**src/sv/assert_macros.svh**
```systemverilog
// Assertion macros used by the RTL of the sensor poller.
`ifndef ASSERT_MACROS_SVH
`define ASSERT_MACROS_SVH

// A condition that must hold at every clock edge outside reset.
`define OTSP_ASSERT(label, cond, msg) \
    label: assert property (@(posedge clk) disable iff (!rst_n) (cond)) else $error(msg);

// An implication checked in the same cycle, outside reset.
`define OTSP_ASSERT_IMP(label, ante, cons, msg) \
    label: assert property (@(posedge clk) disable iff (!rst_n) (ante) |-> (cons)) \
        else $error(msg);

`endif

```
**src/sv/otsp_pkg.sv**
```systemverilog
// Types, constants and codes of the 1-Wire temperature sensor poller.
package otsp_pkg;

    typedef logic [15:0] ticks_t;
    typedef logic [2:0]  cfg_idx_t;
    typedef logic [1:0]  pres_code_t;
    typedef logic [1:0]  status_t;
    typedef logic [3:0]  seq_state_t;

    localparam logic [3:0] FAULT_LIMIT      = 4'd10;
    localparam logic [4:0] SCRATCHPAD_BYTES = 5'd9;

    localparam logic [7:0] CMD_SKIP    = 8'hCC;
    localparam logic [7:0] CMD_CONVERT = 8'h44;
    localparam logic [7:0] CMD_READ    = 8'hBE;

    // Configuration register indexes
    localparam cfg_idx_t REG_RESET_LOW      = 3'd0;
    localparam cfg_idx_t REG_PRESENCE_DELAY = 3'd1;
    localparam cfg_idx_t REG_PRESENCE_WIN   = 3'd2;
    localparam cfg_idx_t REG_PRESENCE_MAX   = 3'd3;
    localparam cfg_idx_t REG_SLOT_SHORT     = 3'd4;
    localparam cfg_idx_t REG_SLOT_LONG      = 3'd5;
    localparam cfg_idx_t REG_READ_LOW       = 3'd6;
    localparam cfg_idx_t REG_READ_RECOVERY  = 3'd7;

    // Presence results
    localparam pres_code_t PRES_OK        = 2'd0;
    localparam pres_code_t PRES_NO_ANSWER = 2'd1;
    localparam pres_code_t PRES_STUCK_LOW = 2'd2;

    // Sensor status
    localparam status_t STATUS_NORMAL     = 2'd0;
    localparam status_t STATUS_HIGH_FAULT = 2'd1;
    localparam status_t STATUS_LOW_FAULT  = 2'd2;

    // Sequencer states
    localparam seq_state_t S_IDLE      = 4'd0;
    localparam seq_state_t S_RST_LOW   = 4'd1;
    localparam seq_state_t S_RST_WAIT  = 4'd2;
    localparam seq_state_t S_PRES_WIN  = 4'd3;
    localparam seq_state_t S_PRES_LOW  = 4'd4;
    localparam seq_state_t S_PRES_TAIL = 4'd5;
    localparam seq_state_t S_W_LOW     = 4'd6;
    localparam seq_state_t S_W_REC     = 4'd7;
    localparam seq_state_t S_R_LOW     = 4'd8;
    localparam seq_state_t S_R_WAIT    = 4'd9;
    localparam seq_state_t S_R_REC     = 4'd10;

endpackage

```
**src/sv/otsp_if.sv**
```systemverilog
// Handshake channel interfaces of the sensor poller: ticks, results and configuration.
interface otsp_tick_if;
    logic valid;
    logic ready;
    logic action;
    logic line_in;

    modport source (output valid, output action, output line_in, input ready);
    modport sink (input valid, input action, input line_in, output ready);
endinterface

interface otsp_res_if;
    import otsp_pkg::*;
    logic       valid;
    logic       ready;
    logic       drive_low;
    logic       busy_res;
    logic       presence_valid;
    pres_code_t presence_code;
    logic       rx_valid;
    logic [7:0] rx_byte;
    logic [3:0] rx_index;
    logic       rx_last;
    status_t    sensor_status;
    logic       fault_event;

    modport source (output valid, output drive_low, output busy_res, output presence_valid,
                    output presence_code, output rx_valid, output rx_byte, output rx_index,
                    output rx_last, output sensor_status, output fault_event, input ready);
    modport sink (input valid, input drive_low, input busy_res, input presence_valid,
                  input presence_code, input rx_valid, input rx_byte, input rx_index,
                  input rx_last, input sensor_status, input fault_event, output ready);
endinterface

interface otsp_cfg_if;
    import otsp_pkg::*;
    logic     valid;
    logic     ready;
    cfg_idx_t index;
    ticks_t   data;

    modport source (output valid, output index, output data, input ready);
    modport sink (input valid, input index, input data, output ready);
endinterface

```
**src/sv/one_wire_temp_sensor_poller.sv**
```systemverilog
// 1-Wire master that polls one temperature sensor, one bus tick per request.
//
//  Channel | Direction | Carries
//  --------+-----------+-----------------------------------------------------
//  cfg     | in        | register index and 16-bit timing value
//  tick    | in        | action (start a poll step), line_in (bus sample)
//  res     | out       | drive_low, busy, presence, received byte, status
//
// Each tick request yields one result request; a tick is taken every cycle unless a
// result waits untaken; the state registers feed the result register combinationally.
// The result register stands between the sides: a new tick is taken while the
// previous result is still waiting, as long as the result is taken in that cycle.
// Reset clears the sequencer, fault counters and status, and loads the default timings.
// Configuration writes are taken at any time and are registered into the timing registers.
`include "assert_macros.svh"

module one_wire_temp_sensor_poller (
    input  logic        clk,
    input  logic        rst_n,
    otsp_cfg_if.sink    cfg,
    otsp_tick_if.sink   tick,
    otsp_res_if.source  res
);
    import otsp_pkg::*;

    // Timing registers
    ticks_t reset_low_reg, pres_delay_reg, pres_win_reg, pres_max_reg;
    ticks_t slot_short_reg, slot_long_reg, read_low_reg, read_rec_reg;

    // Sequencer state
    seq_state_t state_reg, state_next;
    ticks_t     timer_reg, timer_next;
    logic [2:0] bit_reg, bit_next;
    logic [3:0] byte_reg, byte_next;
    logic [7:0] shift_reg, shift_next;
    logic       phase_reg, phase_next;
    logic [3:0] high_cnt_reg, high_cnt_next;
    logic [3:0] low_cnt_reg, low_cnt_next;
    status_t    status_reg, status_next;

    // Result register
    logic       res_valid_reg;
    logic       drive_reg, busy_reg, pvalid_reg, rvalid_reg, rlast_reg, event_reg;
    pres_code_t pcode_reg;
    logic [7:0] rbyte_reg;
    logic [3:0] rindex_reg;
    status_t    rstatus_reg;

    // Combinational step
    seq_state_t cur;
    ticks_t     tmr, tinc, phase_len;
    logic       done, finish, pres_hit;
    logic       drive, busy, rvalid, rlast, fault_event;
    pres_code_t pcode;
    logic [7:0] rbyte;
    logic [3:0] rindex;
    logic       accept;

    assign tick.ready = !res_valid_reg || res.ready;
    assign accept     = tick.valid && tick.ready;
    assign cfg.ready  = 1'b1;

    always_comb
    begin
        cur = state_reg;
        tmr = timer_reg;
        if (state_reg == S_IDLE && tick.action)
        begin
            cur = S_RST_LOW;
            tmr = '0;
        end
        busy = (cur != S_IDLE);
        tinc = tmr + 16'd1;

        case (cur)
            S_RST_LOW:   phase_len = reset_low_reg;
            S_RST_WAIT:  phase_len = pres_delay_reg;
            S_PRES_WIN:  phase_len = pres_win_reg;
            S_PRES_LOW:  phase_len = pres_max_reg;
            S_PRES_TAIL: phase_len = pres_delay_reg;
            S_W_LOW:     phase_len = shift_reg[0] ? slot_short_reg : slot_long_reg;
            S_W_REC:     phase_len = shift_reg[0] ? slot_long_reg : slot_short_reg;
            S_R_LOW:     phase_len = read_low_reg;
            S_R_WAIT:    phase_len = slot_short_reg;
            S_R_REC:     phase_len = read_rec_reg;
            default:     phase_len = '1;
        endcase
        // A count of zero ends the phase after one tick, as does a count of one.
        done = (tinc >= phase_len);

        state_next = cur;
        timer_next = tmr;
        bit_next   = bit_reg;
        byte_next  = byte_reg;
        shift_next = shift_reg;
        finish     = 1'b0;
        pres_hit   = 1'b0;
        pcode      = PRES_OK;
        drive      = 1'b0;
        rvalid     = 1'b0;
        rbyte      = '0;
        rindex     = '0;
        rlast      = 1'b0;

        if (cur != S_IDLE)
        begin
            timer_next = done ? '0 : tinc;
        end

        case (cur)
            S_IDLE:
            begin
                timer_next = tmr;
            end
            S_RST_LOW:
            begin
                drive = 1'b1;
                if (done)
                    state_next = S_RST_WAIT;
            end
            S_RST_WAIT:
            begin
                if (done)
                    state_next = S_PRES_WIN;
            end
            S_PRES_WIN:
            begin
                if (!tick.line_in)
                begin
                    state_next = S_PRES_LOW;
                    timer_next = '0;
                end
                else if (done)
                begin
                    pres_hit = 1'b1;
                    pcode    = PRES_NO_ANSWER;
                end
            end
            S_PRES_LOW:
            begin
                if (tick.line_in)
                begin
                    state_next = S_PRES_TAIL;
                    timer_next = '0;
                end
                else if (done)
                begin
                    pres_hit = 1'b1;
                    pcode    = PRES_STUCK_LOW;
                end
            end
            S_PRES_TAIL:
            begin
                if (done)
                begin
                    pres_hit   = 1'b1;
                    pcode      = PRES_OK;
                    shift_next = CMD_SKIP;
                    bit_next   = '0;
                    byte_next  = '0;
                    state_next = S_W_LOW;
                end
            end
            S_W_LOW:
            begin
                drive = 1'b1;
                if (done)
                    state_next = S_W_REC;
            end
            S_W_REC:
            begin
                if (done)
                begin
                    shift_next = {1'b0, shift_reg[7:1]};
                    bit_next   = bit_reg + 3'd1;
                    if (bit_next != 3'd0)
                    begin
                        state_next = S_W_LOW;
                    end
                    else if (byte_reg == 4'd0)
                    begin
                        shift_next = phase_reg ? CMD_READ : CMD_CONVERT;
                        byte_next  = 4'd1;
                        state_next = S_W_LOW;
                    end
                    else if (phase_reg)
                    begin
                        byte_next  = '0;
                        shift_next = '0;
                        state_next = S_R_LOW;
                    end
                    else
                    begin
                        finish = 1'b1;
                    end
                end
            end
            S_R_LOW:
            begin
                drive = 1'b1;
                if (done)
                    state_next = S_R_WAIT;
            end
            S_R_WAIT:
            begin
                if (done)
                begin
                    // Bits arrive least significant first, so each enters at the top.
                    shift_next = {tick.line_in, shift_reg[7:1]};
                    state_next = S_R_REC;
                end
            end
            S_R_REC:
            begin
                if (done)
                begin
                    bit_next = bit_reg + 3'd1;
                    if (bit_next != 3'd0)
                    begin
                        state_next = S_R_LOW;
                    end
                    else
                    begin
                        rvalid     = 1'b1;
                        rbyte      = shift_reg;
                        rindex     = byte_reg;
                        rlast      = ({1'b0, byte_reg} + 5'd1 >= SCRATCHPAD_BYTES);
                        byte_next  = byte_reg + 4'd1;
                        shift_next = '0;
                        if (rlast)
                            finish = 1'b1;
                        else
                            state_next = S_R_LOW;
                    end
                end
            end
            default:
            begin
                state_next = S_IDLE;
                timer_next = tmr;
            end
        endcase

        // Fault counters follow every presence result.
        high_cnt_next = high_cnt_reg;
        low_cnt_next  = low_cnt_reg;
        status_next   = status_reg;
        if (pres_hit)
        begin
            case (pcode)
                PRES_OK:
                begin
                    high_cnt_next = '0;
                    low_cnt_next  = '0;
                    status_next   = STATUS_NORMAL;
                end
                PRES_NO_ANSWER:
                begin
                    if (high_cnt_reg < FAULT_LIMIT)
                    begin
                        high_cnt_next = high_cnt_reg + 4'd1;
                        if (high_cnt_next >= FAULT_LIMIT)
                            status_next = STATUS_HIGH_FAULT;
                    end
                    low_cnt_next = '0;
                end
                default:
                begin
                    if (low_cnt_reg < FAULT_LIMIT)
                    begin
                        low_cnt_next = low_cnt_reg + 4'd1;
                        if (low_cnt_next >= FAULT_LIMIT)
                            status_next = STATUS_LOW_FAULT;
                    end
                    high_cnt_next = '0;
                end
            endcase
            if (pcode != PRES_OK)
                finish = 1'b1;
        end

        if (finish)
        begin
            state_next = S_IDLE;
            timer_next = '0;
        end
        phase_next  = phase_reg ^ finish;
        fault_event = (status_next != STATUS_NORMAL) && (status_reg == STATUS_NORMAL);
    end

    // Configuration registers
    always_ff @(posedge clk or negedge rst_n)
    begin
        if (!rst_n)
        begin
            reset_low_reg  <= 16'd400;
            pres_delay_reg <= 16'd10;
            pres_win_reg   <= 16'd13;
            pres_max_reg   <= 16'd146;
            slot_short_reg <= 16'd6;
            slot_long_reg  <= 16'd60;
            read_low_reg   <= 16'd2;
            read_rec_reg   <= 16'd33;
        end
        else if (cfg.valid)
        begin
            case (cfg.index)
                REG_RESET_LOW:      reset_low_reg  <= cfg.data;
                REG_PRESENCE_DELAY: pres_delay_reg <= cfg.data;
                REG_PRESENCE_WIN:   pres_win_reg   <= cfg.data;
                REG_PRESENCE_MAX:   pres_max_reg   <= cfg.data;
                REG_SLOT_SHORT:     slot_short_reg <= cfg.data;
                REG_SLOT_LONG:      slot_long_reg  <= cfg.data;
                REG_READ_LOW:       read_low_reg   <= cfg.data;
                REG_READ_RECOVERY:  read_rec_reg   <= cfg.data;
                default:            read_rec_reg   <= read_rec_reg;
            endcase
        end
    end

    // Sequencer and fault state
    always_ff @(posedge clk or negedge rst_n)
    begin
        if (!rst_n)
        begin
            state_reg    <= S_IDLE;
            timer_reg    <= '0;
            bit_reg      <= '0;
            byte_reg     <= '0;
            shift_reg    <= '0;
            phase_reg    <= 1'b0;
            high_cnt_reg <= '0;
            low_cnt_reg  <= '0;
            status_reg   <= STATUS_NORMAL;
        end
        else if (accept)
        begin
            state_reg    <= state_next;
            timer_reg    <= timer_next;
            bit_reg      <= bit_next;
            byte_reg     <= byte_next;
            shift_reg    <= shift_next;
            phase_reg    <= phase_next;
            high_cnt_reg <= high_cnt_next;
            low_cnt_reg  <= low_cnt_next;
            status_reg   <= status_next;
        end
    end

    always_ff @(posedge clk or negedge rst_n)
    begin
        if (!rst_n)
            res_valid_reg <= 1'b0;
        else if (accept)
            res_valid_reg <= 1'b1;
        else if (res.ready)
            res_valid_reg <= 1'b0;
    end

    always_ff @(posedge clk)
    begin
        if (accept)
        begin
            drive_reg   <= drive;
            busy_reg    <= busy;
            pvalid_reg  <= pres_hit;
            pcode_reg   <= pres_hit ? pcode : PRES_OK;
            rvalid_reg  <= rvalid;
            rbyte_reg   <= rbyte;
            rindex_reg  <= rindex;
            rlast_reg   <= rlast;
            rstatus_reg <= status_next;
            event_reg   <= fault_event;
        end
    end

    assign res.valid          = res_valid_reg;
    assign res.drive_low      = drive_reg;
    assign res.busy_res       = busy_reg;
    assign res.presence_valid = pvalid_reg;
    assign res.presence_code  = pcode_reg;
    assign res.rx_valid       = rvalid_reg;
    assign res.rx_byte        = rbyte_reg;
    assign res.rx_index       = rindex_reg;
    assign res.rx_last        = rlast_reg;
    assign res.sensor_status  = rstatus_reg;
    assign res.fault_event    = event_reg;

    `OTSP_ASSERT_IMP(a_idle_timer_clear, state_reg == S_IDLE, timer_reg == 16'd0,
        "timer not cleared in idle")
    `OTSP_ASSERT_IMP(a_normal_below_limit, status_reg == STATUS_NORMAL,
        (high_cnt_reg < FAULT_LIMIT) && (low_cnt_reg < FAULT_LIMIT),
        "fault counter at limit while status is normal")
    `OTSP_ASSERT_IMP(a_read_only_in_read_phase,
        (state_reg == S_R_LOW) || (state_reg == S_R_WAIT) || (state_reg == S_R_REC),
        phase_reg, "read slot outside a read step")
    `OTSP_ASSERT_IMP(a_event_with_presence, res_valid_reg && event_reg, pvalid_reg,
        "fault event without a presence result")

endmodule
```
**src/flat_wrapper.sv**
```systemverilog
// flat-port wrapper written by rule: the top's interface ports become plain ports
module one_wire_temp_sensor_poller_flat import otsp_pkg::*;
  (clk, rst_n, cfg_valid, cfg_index, cfg_data, cfg_ready, tick_valid, tick_action, tick_line_in, tick_ready, res_valid, res_drive_low, res_busy_res, res_presence_valid, res_presence_code, res_rx_valid, res_rx_byte, res_rx_index, res_rx_last, res_sensor_status, res_fault_event, res_ready);
  otsp_cfg_if cfg_i ();
  otsp_tick_if tick_i ();
  otsp_res_if res_i ();
  input  logic clk;
  input  logic rst_n;
  input wire logic [$bits(cfg_i.valid)-1:0] cfg_valid;
  input wire logic [$bits(cfg_i.index)-1:0] cfg_index;
  input wire logic [$bits(cfg_i.data)-1:0] cfg_data;
  output wire logic [$bits(cfg_i.ready)-1:0] cfg_ready;
  input wire logic [$bits(tick_i.valid)-1:0] tick_valid;
  input wire logic [$bits(tick_i.action)-1:0] tick_action;
  input wire logic [$bits(tick_i.line_in)-1:0] tick_line_in;
  output wire logic [$bits(tick_i.ready)-1:0] tick_ready;
  output wire logic [$bits(res_i.valid)-1:0] res_valid;
  output wire logic [$bits(res_i.drive_low)-1:0] res_drive_low;
  output wire logic [$bits(res_i.busy_res)-1:0] res_busy_res;
  output wire logic [$bits(res_i.presence_valid)-1:0] res_presence_valid;
  output wire logic [$bits(res_i.presence_code)-1:0] res_presence_code;
  output wire logic [$bits(res_i.rx_valid)-1:0] res_rx_valid;
  output wire logic [$bits(res_i.rx_byte)-1:0] res_rx_byte;
  output wire logic [$bits(res_i.rx_index)-1:0] res_rx_index;
  output wire logic [$bits(res_i.rx_last)-1:0] res_rx_last;
  output wire logic [$bits(res_i.sensor_status)-1:0] res_sensor_status;
  output wire logic [$bits(res_i.fault_event)-1:0] res_fault_event;
  input wire logic [$bits(res_i.ready)-1:0] res_ready;
  assign cfg_i.valid = cfg_valid;
  assign cfg_i.index = cfg_index;
  assign cfg_i.data = cfg_data;
  assign cfg_ready = cfg_i.ready;
  assign tick_i.valid = tick_valid;
  assign tick_i.action = tick_action;
  assign tick_i.line_in = tick_line_in;
  assign tick_ready = tick_i.ready;
  assign res_valid = res_i.valid;
  assign res_drive_low = res_i.drive_low;
  assign res_busy_res = res_i.busy_res;
  assign res_presence_valid = res_i.presence_valid;
  assign res_presence_code = res_i.presence_code;
  assign res_rx_valid = res_i.rx_valid;
  assign res_rx_byte = res_i.rx_byte;
  assign res_rx_index = res_i.rx_index;
  assign res_rx_last = res_i.rx_last;
  assign res_sensor_status = res_i.sensor_status;
  assign res_fault_event = res_i.fault_event;
  assign res_i.ready = res_ready;
  one_wire_temp_sensor_poller u_core (.clk(clk), .rst_n(rst_n), .cfg(cfg_i), .tick(tick_i), .res(res_i));
endmodule
```
**config.mk**
```make
export PLATFORM = sky130hd
export DESIGN_NAME = one_wire_temp_sensor_poller_flat
export DESIGN_NICKNAME = d
export VERILOG_FILES = /design/src/sv/otsp_pkg.sv /design/src/sv/otsp_if.sv /design/src/sv/one_wire_temp_sensor_poller.sv /design/src/flat_wrapper.sv
export VERILOG_INCLUDE_DIRS = /design/src /design/src/sv
export SDC_FILE = /design/constraint.sdc
export NUM_CORES = 1
export LEC_CHECK = 0
export ABC_CLOCK_PERIOD_IN_PS = 3600
export BUFFER_PORTS_ARGS = -buffer_cell sky130_fd_sc_hd__buf_4
export CORE_MARGIN = 2
export CORE_UTILIZATION = 25
export CTS_BUF_LIST = sky130_fd_sc_hd__clkbuf_8
export DETAILED_ROUTE_END_ITERATION = 12
export PLACE_DENSITY = 0.45
export RECOVER_POWER = 25
export SLEW_MARGIN = 25
export SYNTH_ARGS = -nofsm -noshare
export SYNTH_HDL_FRONTEND = slang
export SYNTH_SLANG_ARGS = --single-unit
export TNS_END_PERCENT = 10
```
**constraint.sdc**
```tcl
create_clock -name clk -period 3.6 [get_ports clk]
set_input_delay 0.36 -clock clk [delete_from_list [all_inputs] [get_ports clk]]
set_output_delay 0.36 -clock clk [all_outputs]
set_load 0.005 [all_outputs]
```
==> flow_metrics.py, run 1 <==
metrics = {
    "timing": {
        "rsz0062_at_grt": "yes",
        "period_minus_slack_ps": 4030,
        "tightest_slew_ps": 1540,
        "skew_ps": 26.5,
        "min_period_over_period": 1.12,
        "hold_viol": 0,
        "fmax_ghz": 0.248,
        "finalWorstSetupSlack_ps": -431,
        "fin_setup_tns_ps": -11750,
        "setup_viol": 64,
        "max_slew_margin": -0.0259,
        "slew_violations": 56,
    },
    "global_routing": {
        "grt_pass1_wl_mm": 43.4,
        "grt_max_degree": 69,
        "grt_pass1_vias": 7573,
        "overflow": 0,
        "grt_usage": 0.134,
        "antenna_found_initial": 0,
    },
    "placement": {
        "gp_congestion": 0.796,
        "placedInstanceArea_sq_um": 11700,
        "numPortBuffers": 49,
        "place_hpwl_mm": 18.3,
        "placed_cells": 1490,
        "pre_cts_slack_ps": -517,
    },
    "synth": {
        "yosysTopAreaCell": "dfrtp_1",
        "ys_ff_latch": 197,
        "yosys_most_used_dff": "dfrtp_1",
        "synth-edff-count": 22,
        "syn_area_sq_um": 9940,
        "synth.distinct_cells": 73,
        "yosysWarnings": 0,
        "async_flop_share": 0.888,
        "yosysSeqAreaShare": 0.510,
        "synthCells": 864,
        "synth_fp_nets": 916,
        "synth_area_leaders": "dfrtp_1, mux2_2, edfxtp_1, dfstp_2, ha_1",
        "syn_area_per_cell_sq_um": 11.5,
        "netlist.area_leader.share": 0.390,
    },
    "power": {
        "power_leakage_uw": 0.00522,
        "p_comb_frac": 0.364,
        "internal-power_uw": 4570,
        "pwr-share-clk": 0.218,
        "seqPwrFrac": 0.418,
        "total_power_uw": 6910,
        "vdd_ir_drop_max_mv": 0.292,
        "p_per_area_nw_per_um2": 547,
        "p_sw_uw": 2340,
        "swShare": 0.339,
    },
    "clock_network": {
        "htreeDepth": 4,
        "cts_tree": "done",
        "cts_buffer_depth": 2,
        "cts_buffers": 17,
        "worstSkewPairLatency_ps": 490,
        "cts-root-buf": "clkbuf_8",
        "clkSinkCount": 197,
        "clk_pin_slew_ps": 110,
    },
    "floorplanning": {
        "coreArea_sq_um": 39500,
        "die-area_sq_um": 41400,
        "num_rows": 73,
        "dieHeight_microns": 203,
        "io_pins": 51,
        "die_width_microns": 203,
        "initial_core_util": 0.252,
    },
    "detailed_routing": {
        "vias": 7398,
        "drc": 0,
        "ant_nets": 0,
        "firstDrtPassIters": 5,
        "via_per_inst": 4.76,
        "drtIter0Drc": 388,
        "wl_per_cell_microns": 17.4,
        "wl_mm": 27.1,
    },
    "layout": {
        "fillers": 4059,
        "final-instance-count-excl-fill": 1554,
        "final_common_cell": "dfrtp_1",
        "design_area_sq_um": 12600,
        "final_cell_mix": "dfrtp_1, buf_4, mux2_2",
        "fin_nets": 1068,
        "drive_gt1_frac": 0.406,
        "diodes": 0,
        "syn_to_final_growth_pct": 27.0,
    },
    "worst_setup_path": {
        "crit_top_cell": "nand4_1",
        "startpoint_type": "register",
        "critPathRequiredTime_ps": 4000,
        "cp_slowest_stage_delay_ps": 480,
        "worst_r2r_endpoint": "u_core.low_cnt_reg[0]$_DFFE_PN0P_",
        "crit-reg2reg-launch": "u_core.state_reg[2]$_DFFE_PN0P_",
        "path_class": "reg2reg",
        "crit_path_max_fanout": 5,
        "arrival_ps": 4430,
        "r2r_cells": 20,
        "r2r_setup_slack_ps": -430,
        "crit_path_end_kind": "register",
        "crit_slowest_cell": "or4b_4",
        "worstPathCellList": "buf_6 -> nor4_4 -> nand2_2 -> and2_4 -> ha_4 -> nand3_2 -> a211o_1 -> nor2_4 -> nand4_1 -> xor2_1 -> nor2_1 -> ha_1 -> nand4_1 -> nor4_2 -> a31oi_2 -> and3_4 -> buf_12 -> nor3_4 -> or4b_4 -> o21ai_2",
        "path_buf_inv": 2,
        "critPathTopFamily": "simple AND/OR/NAND/NOR gates",
    },
    "run_status": {
        "violations": "capacitance limit, slew limit, setup timing",
        "status": "finished, violations left",
    },
    "worst_hold_path": {
        "hold_start": "tick_valid",
        "hold_class": "in2reg",
        "hold_end": "u_core.res.valid$_DFFE_PN0P_",
        "hold-path-cell-count": 2,
    },
    "run": {
        "drv_cap": 1,
    },
}
==> how the worst max path moves through the flow <==
stage                                               start                               endpoint  slack [ps]  cells after the start
final                     u_core.state_reg[2]$_DFFE_PN0P_      u_core.low_cnt_reg[0]$_DFFE_PN0P_        -430                     20
after CTS                 u_core.state_reg[3]$_DFFE_PN0P_      u_core.low_cnt_reg[0]$_DFFE_PN0P_        -340                     20
after global routing      u_core.state_reg[2]$_DFFE_PN0P_      u_core.low_cnt_reg[0]$_DFFE_PN0P_        -670                     20
after detailed placement  u_core.state_reg[0]$_DFFE_PN0P_      u_core.low_cnt_reg[0]$_DFFE_PN0P_        -520                     20
after floorplan           u_core.state_reg[2]$_DFFE_PN0P_  u_core.res.sensor_status[0]$_DFFE_PP_          -7                     17
after global placement    u_core.state_reg[3]$_DFFE_PN0P_      u_core.low_cnt_reg[0]$_DFFE_PN0P_        -580                     16
==> synthesized netlist by cell type, types with 4 or more instances <==
cell type,instances
a22o_1,14
clkbuf_1,30
o22ai_1,5
edfxtp_1,22
buf_4,7
ha_1,26
o22a_1,4
o21ai_0,30
a211oi_1,15
nor2_1,47
buf_2,10
nand4_1,7
dfrtp_1,155
a221o_1,14
dfstp_2,20
nand2b_1,9
nand2_1,70
and2_1,17
inv_1,13
nor3_2,4
a22oi_1,33
a21oi_1,29
xor2_1,10
and3_1,6
xnor2_1,5
a31oi_1,8
nor3_1,10
mux2_2,129
nand3_1,36
a221oi_1,6
o31ai_1,6
o211ai_1,4
==> area by class of cell <==
type,instances,area (sq um),share of cell area
clock buffers,18,248,0.0196
flip-flops and latches,197,5060,0.401
inverters,14,52.6,0.00417
well taps,525,657,0.0521
multi-input cells,604,4840,0.384
repair buffers,182,1580,0.125
clock inverters,14,169,0.0134
==> logic make-up (layout without fill, tap and decap cells) <==
kind of cell             Yosys count  in the layout  synth area share
AO/OA/AOI/OAI                    198            198             0.145
AND/OR/NAND/NOR                  234            234             0.123
flip-flops                       197            197             0.510
XOR/XNOR                          15             15            0.0132
buffers and inverters             63            228            0.0296
multiplexers                     130            130             0.147
other                              1              1          0.000377
adder cells (fa/ha/maj)           26             26            0.0327
==> power by group through the flow <==
stage / logic [uW] / registers, uW / clock network [uW]
detailed placement: 2360 / 2930 / 0
finish: 2510 / 2880 / 1510
floorplan: 1370 / 2860 / 0
global route: 2780 / 2930 / 1660
global placement: 2340 / 2920 / 0
CTS: 2480 / 2880 / 1570
==> timing repair <==
item	CTS	global route
gates resized for setup	20	37
hold buffers	1	0
endpoints found under the setup margin	66	66
pin swaps	18	22
endpoints found under the hold margin	52	0
cloned	0	1
buffers inserted	22	8
==> per-layer routing <==
| metal | GRT usage | up-vias | routed length (microns) |
|---|---|---|---|
| li1 | - | 3530 | - |
| met1 | 0.187 | 3734 | 13200 |
| met2 | 0.218 | 119 | 12700 |
| met3 | 0.0227 | 15 | 808 |
| met4 | 0.0289 | 0 | 285 |
| met5 | 0 | - | 0 |
==> through the flow <==
step                      utilization  hold slack (ps)
final                           0.320             76.8
after global routing            0.320             56.2
after CTS                       0.314             38.3
after detailed placement        0.297              384
after global placement          0.297              389
after floorplan                     -             64.4
Power figures use the tool's default switching activity.
==> inputs of run 2 (changes only) <==
REMOVE_ABC_BUFFERS = 1   (was not set)
==> flow_metrics.py, run 2 (synthesis gave the netlist of run 1 again) <==
metrics = {
    "layout": {
        "seq_area_sq_um": 5060,
        "final-instance-count-excl-fill": 1554,
        "fillers": 4079,
        "syn_to_final_growth_pct": 26.6,
        "final_common_cell": "buf_4",
        "drive_gt1_frac": 0.412,
        "design_area_sq_um": 12600,
        "fin_nets": 1068,
        "final_cell_mix": "buf_4, dfrtp_1, mux2_2",
        "multi_input_area_sq_um": 4890,
    },
    "global_routing": {
        "grt_pass1_vias": 7341,
        "antenna_found_initial": 1,
        "grt_usage": 0.136,
        "grt_pass1_wl_mm": 43.5,
        "overflow": 0,
        "grt_max_degree": 62,
    },
    "worst_setup_path": {
        "startpoint_type": "register",
        "path_buf_inv": 5,
        "critPathTopFamily": "compound AO/OA/AOI/OAI gates",
        "crit_slowest_cell": "dfrtp_1",
        "crit-reg2reg-launch": "u_core.state_reg[2]$_DFFE_PN0P_",
        "crit_path_end_kind": "register",
        "critPathRequiredTime_ps": 3980,
        "path_class": "reg2reg",
        "startpoint": "u_core.state_reg[2]$_DFFE_PN0P_",
        "worstPathCellList": "buf_6 -> buf_4 -> nand2_2 -> nor3_2 -> buf_12 -> buf_4 -> a22oi_1 -> nand3_1 -> a211oi_2 -> ha_1 -> a2111o_1 -> a31oi_4 -> and3_4 -> buf_4 -> o211ai_4 -> a21o_1 -> a21oi_1",
        "arrival_ps": 4140,
        "cp_slowest_stage_delay_ps": 430,
        "r2r_setup_slack_ps": -170,
        "crit_top_cell": "buf_4",
        "crit_path_max_fanout": 8,
    },
    "run_status": {
        "violations": "capacitance limit, slew limit, setup timing",
        "status": "finished, violations left",
    },
    "clock_network": {
        "worstSkewPairLatency_ps": 480,
        "cts_tree": "done",
        "cts-root-buf": "clkbuf_8",
        "clk_pin_slew_ps": 110,
        "cts_buffers": 17,
        "clkSinkCount": 197,
        "htreeDepth": 4,
        "cts_buffer_depth": 2,
    },
    "detailed_routing": {
        "ant_nets": 0,
        "firstDrtPassIters": 6,
        "drtIter0Drc": 375,
        "drc": 0,
        "wl_mm": 27.3,
        "wl_per_cell_microns": 17.5,
        "vias": 7414,
        "via_per_inst": 4.77,
    },
    "placement": {
        "gp_congestion": 0.832,
        "numPortBuffers": 49,
        "place_hpwl_mm": 18.7,
        "placedInstanceArea_sq_um": 11700,
        "placed_cells": 1506,
    },
    "power": {
        "p_per_area_nw_per_um2": 566,
        "vdd_ir_drop_max_mv": 0.252,
        "power_leakage_uw": 0.00527,
        "total_power_uw": 7130,
    },
    "timing": {
        "tightest_slew_ps": 1590,
        "skew_ps": 20.4,
        "period_minus_slack_ps": 3770,
        "fin_setup_tns_ps": -2640,
        "max_slew_margin": -0.0572,
        "slew_violations": 56,
        "hold_viol": 0,
        "fmax_ghz": 0.265,
        "min_period_over_period": 1.05,
        "finalWorstSetupSlack_ps": -167,
        "setup_viol": 42,
        "rsz0062_at_grt": "yes",
    },
    "run": {
        "drv_cap": 1,
    },
    "floorplanning": {
        "coreArea_sq_um": 39500,
        "num_rows": 73,
        "die_width_microns": 203,
        "io_pins": 51,
        "initial_core_util": 0.252,
        "die-area_sq_um": 41400,
        "dieHeight_microns": 203,
    },
    "worst_hold_path": {
        "hold_class": "in2reg",
        "hold_start": "tick_valid",
    },
}
run 2: cell count changes in the layout (fill, tap and decap cells not counted), sizes merged:
cell / change
buf: +2
clkinv: -3
bufinv: +1
clkbuf: -2
and3: +1
diode: +1
run 2: final timing paths:
| kind | to | depth (start not counted) |
|---|---|---|
| worst min-delay path | u_core.res.valid$_DFFE_PN0P_ | 2 |
| worst max-delay path | u_core.state_reg[0]$_DFFE_PN0P_ | 17 |
| min in group asynchronous | u_core.high_cnt_reg[3]$_DFFE_PN0P_ | 2 |
| worst min register to register | u_core.bit_reg[0]$_DFFE_PN0P_ | 1 |
| worst max register to register | u_core.state_reg[0]$_DFFE_PN0P_ | 17 |
| max in group asynchronous | u_core.slot_long_reg[2]$_DFFE_PN1P_ | 3 |
run 2: cell type report:
cell class | count | share of cell area
flip-flops and latches | 197 | 0.402
repair buffers | 181 | 0.118
diodes | 1 | 0.000199
multi-input cells | 605 | 0.389
well taps | 525 | 0.0522
clock inverters | 12 | 0.0130
inverters | 14 | 0.00418
clock buffers | 19 | 0.0208
run 2: stage by stage:
step                      hold slack, ps  utilization  setup WS, ps
after global placement               381        0.297          -317
final                               73.1        0.319          -167
after global routing                47.0        0.319          -378
after floorplan                     64.4            -          -847
after CTS                           37.7        0.316          -191
after detailed placement             390        0.297          -359
run 2: worst register-to-register path: cells and delay by family (launching register included):
kind / cells / cell delay [ps]
AOI/OAI and AO/OA: 7 / 1590
adders and majority gates: 1 / 270
DFF: 1 / 430
buffers and inverters: 5 / 750
and+or+nand+nor: 4 / 650
run 2: report_power, final:
group          internal [uW]  switching [uW]
combinational           1360            1340
clock                    679             859
sequential              2670             223
total                   4700            2430
run 2: what timing repair did:
item                       4_1_cts  5_1_grt
pin swaps                       20       15
setup endpoints to repair       66       66
hold endpoints to repair        46        0
hold buffers                     1        0
resized for setup               56       26
buffers inserted                 9        4
cloned                           2        0
run 2: layer usage:
layer	share of wire	vias to the layer above	global-route usage
met1	0.50	3738	0.200
met3	0.031	12	0.0224
met4	0.0094	0	0.0261
met5	0	-	0
met2	0.46	124	0.209
li1	-	3540	-
==> inputs of run 3 (changes only) <==
ABC_CLOCK_PERIOD_IN_PS = 4300   (was 3600)
CTS_BUF_LIST = sky130_fd_sc_hd__clkbuf_16   (was sky130_fd_sc_hd__clkbuf_8)
PLACE_DENSITY = 0.43   (was 0.45)
clock period = 4.3 ns   (was 3.6 ns; I/O delays follow)
==> flow_metrics.py, run 3 (synthesis gave the netlist of run 1 again) <==
metrics = {
    "worst_setup_path": {
        "cp_slowest_stage_delay_ps": 430,
        "startpoint_type": "register",
        "crit-reg2reg-launch": "u_core.state_reg[2]$_DFFE_PN0P_",
        "worstPathCellList": "buf_4 -> and2b_1 -> and3_1 -> buf_12 -> a221o_1 -> a211oi_1 -> ha_1 -> nand4_1 -> nor4_2 -> a31oi_1 -> and3_4 -> buf_4 -> nor3_4 -> or4b_1 -> o21ai_0",
        "crit_path_max_fanout": 11,
        "crit_top_cell": "buf_4",
        "crit_slowest_cell": "or4b_1",
        "arrival_ps": 4400,
        "crit_path_end_kind": "register",
        "startpoint": "u_core.state_reg[2]$_DFFE_PN0P_",
        "path_class": "reg2reg",
        "r2r_setup_slack_ps": 270,
        "critPathRequiredTime_ps": 4660,
    },
    "layout": {
        "syn_to_final_growth_pct": 18.7,
        "diodes": 0,
        "final-instance-count-excl-fill": 1481,
        "final_cell_mix": "dfrtp_1, mux2_2, buf_4",
        "drive_gt1_frac": 0.325,
        "final_common_cell": "dfrtp_1",
        "final_core_util": 0.299,
        "fin_nets": 995,
    },
    "power": {
        "p_sw_uw": 1930,
        "power_leakage_uw": 0.00484,
        "p_per_area_nw_per_um2": 484,
        "seqPwrFrac": 0.424,
        "vdd_ir_drop_max_mv": 0.272,
        "internal-power_uw": 3780,
        "swShare": 0.338,
        "pwr-share-clk": 0.272,
        "p_comb_frac": 0.304,
    },
    "clock_network": {
        "worstSkewPairLatency_ps": 440,
        "cts_tree": "done",
        "cts_buffer_depth": 2,
        "cts-root-buf": "clkbuf_16",
        "clk_pin_slew_ps": 70,
        "cts_buffers": 17,
        "htreeDepth": 4,
        "clkSinkCount": 197,
    },
    "detailed_routing": {
        "ant_nets": 0,
        "wl_mm": 27.2,
        "wl_per_cell_microns": 18.4,
        "firstDrtPassIters": 5,
        "drtIter0Drc": 565,
        "via_per_inst": 4.83,
        "vias": 7159,
        "drc": 0,
    },
    "timing": {
        "tightest_slew_ps": 1900,
        "fmax_ghz": 0.248,
        "rsz0062_at_grt": "no",
        "min_period_over_period": 0.938,
        "worst_hold_slack_ps": 190,
        "slew_violations": 73,
        "setup_viol": 0,
        "hold_viol": 0,
        "max_slew_margin": -0.267,
        "period_minus_slack_ps": 4030,
        "skew_ps": 9.54,
    },
    "global_routing": {
        "grt_max_degree": 95,
        "grt_usage": 0.135,
        "grt_pass1_vias": 7253,
        "antenna_found_initial": 0,
        "grt_pass1_wl_mm": 43.0,
        "overflow": 0,
    },
    "floorplanning": {
        "dieHeight_microns": 203,
        "num_rows": 73,
        "die_width_microns": 203,
        "die-area_sq_um": 41400,
        "io_pins": 51,
        "initial_core_util": 0.252,
        "coreArea_sq_um": 39500,
    },
    "worst_hold_path": {
        "hold_start": "tick_valid",
        "hold_class": "in2reg",
    },
    "placement": {
        "numPortBuffers": 49,
        "place_hpwl_mm": 17.8,
        "gp_congestion": 0.775,
        "placed_cells": 1442,
    },
    "run_status": {
        "violations": "capacitance limit, slew limit",
        "status": "finished, violations left",
    },
    "run": {
        "drv_cap": 2,
    },
}
[run 3: cell count changes in the layout (fill, tap and decap cells not counted), sizes merged]
cell,previous run,this run
buf,176,101
clkbuf,23,24
clkinv,5,6
diode,1,0
clkinvlp,1,2
bufinv,2,0
and3,8,7
inv,18,21
[run 3: cell type report]
cell class	instances	area [sq um]
flip-flops and latches	197	5070
fillers	4129	27700
clock inverters	15	120
inverters	14	52.6
multi-input cells	604	4630
repair buffers	109	846
clock buffers	17	425
well taps	525	657
[run 3: worst max-delay path, delay by kind of cell (launching register included)]
kind,cells,cell delay (ps)
buf+inv,3,600
compound gates,4,830
flops,1,420
simple gates,7,1880
fa+ha+maj,1,200
[run 3: worst paths after layout]
path                       cells after the start                              endpoint
max                                           15     u_core.low_cnt_reg[0]$_DFFE_PN0P_
min                                            2          u_core.res.valid$_DFFE_PN0P_
max reg2reg                                   15     u_core.low_cnt_reg[0]$_DFFE_PN0P_
min reg2reg                                    1         u_core.bit_reg[2]$_DFFE_PN0P_
max in group asynchronous                      4  u_core.slot_short_reg[2]$_DFFE_PN1P_
min in group asynchronous                      2     u_core.low_cnt_reg[1]$_DFFE_PN0P_
[run 3: what timing repair did]
action,in CTS,in global routing
hold endpoints to repair,0,22
buffers inserted,0,5
gates resized for setup,1,7
endpoints found under the setup margin,1,47
pin swaps,0,8
hold buffers,0,1
[run 3: through the flow]
step | total power (uW) | cell area (sq um) | setup slack (ps) | TNS [ps]
floorplan | 3460 | 9700 | -147 | -1630
global placement | 4190 | 11200 | 32.8 | 0
detailed placement | 4200 | 11200 | -23.9 | -23.9
CTS | 5770 | 11700 | 1.23 | 0
global route | 6060 | 11800 | 17.5 | 0
finish | 5710 | 11800 | 267 | 0
[run 3: power groups by stage]
| stage | Clock, uW | Combinational, uW | Sequential, uW |
|---|---|---|---|
| 2_1_floorplan | 0 | 1020 | 2440 |
| 3_3_place_gp | 0 | 1740 | 2440 |
| 3_5_place_dp | 0 | 1740 | 2450 |
| 4_1_cts | 1600 | 1760 | 2420 |
| 5_1_grt | 1670 | 1930 | 2460 |
| 6_report | 1550 | 1740 | 2420 |
[run 3: metal layers]
metal,GRT usage,vias up,share of wire
li1,-,3381,-
met1,0.193,3649,0.51
met2,0.211,111,0.46
met3,0.0219,18,0.024
met4,0.0347,0,0.011
met5,0,-,0
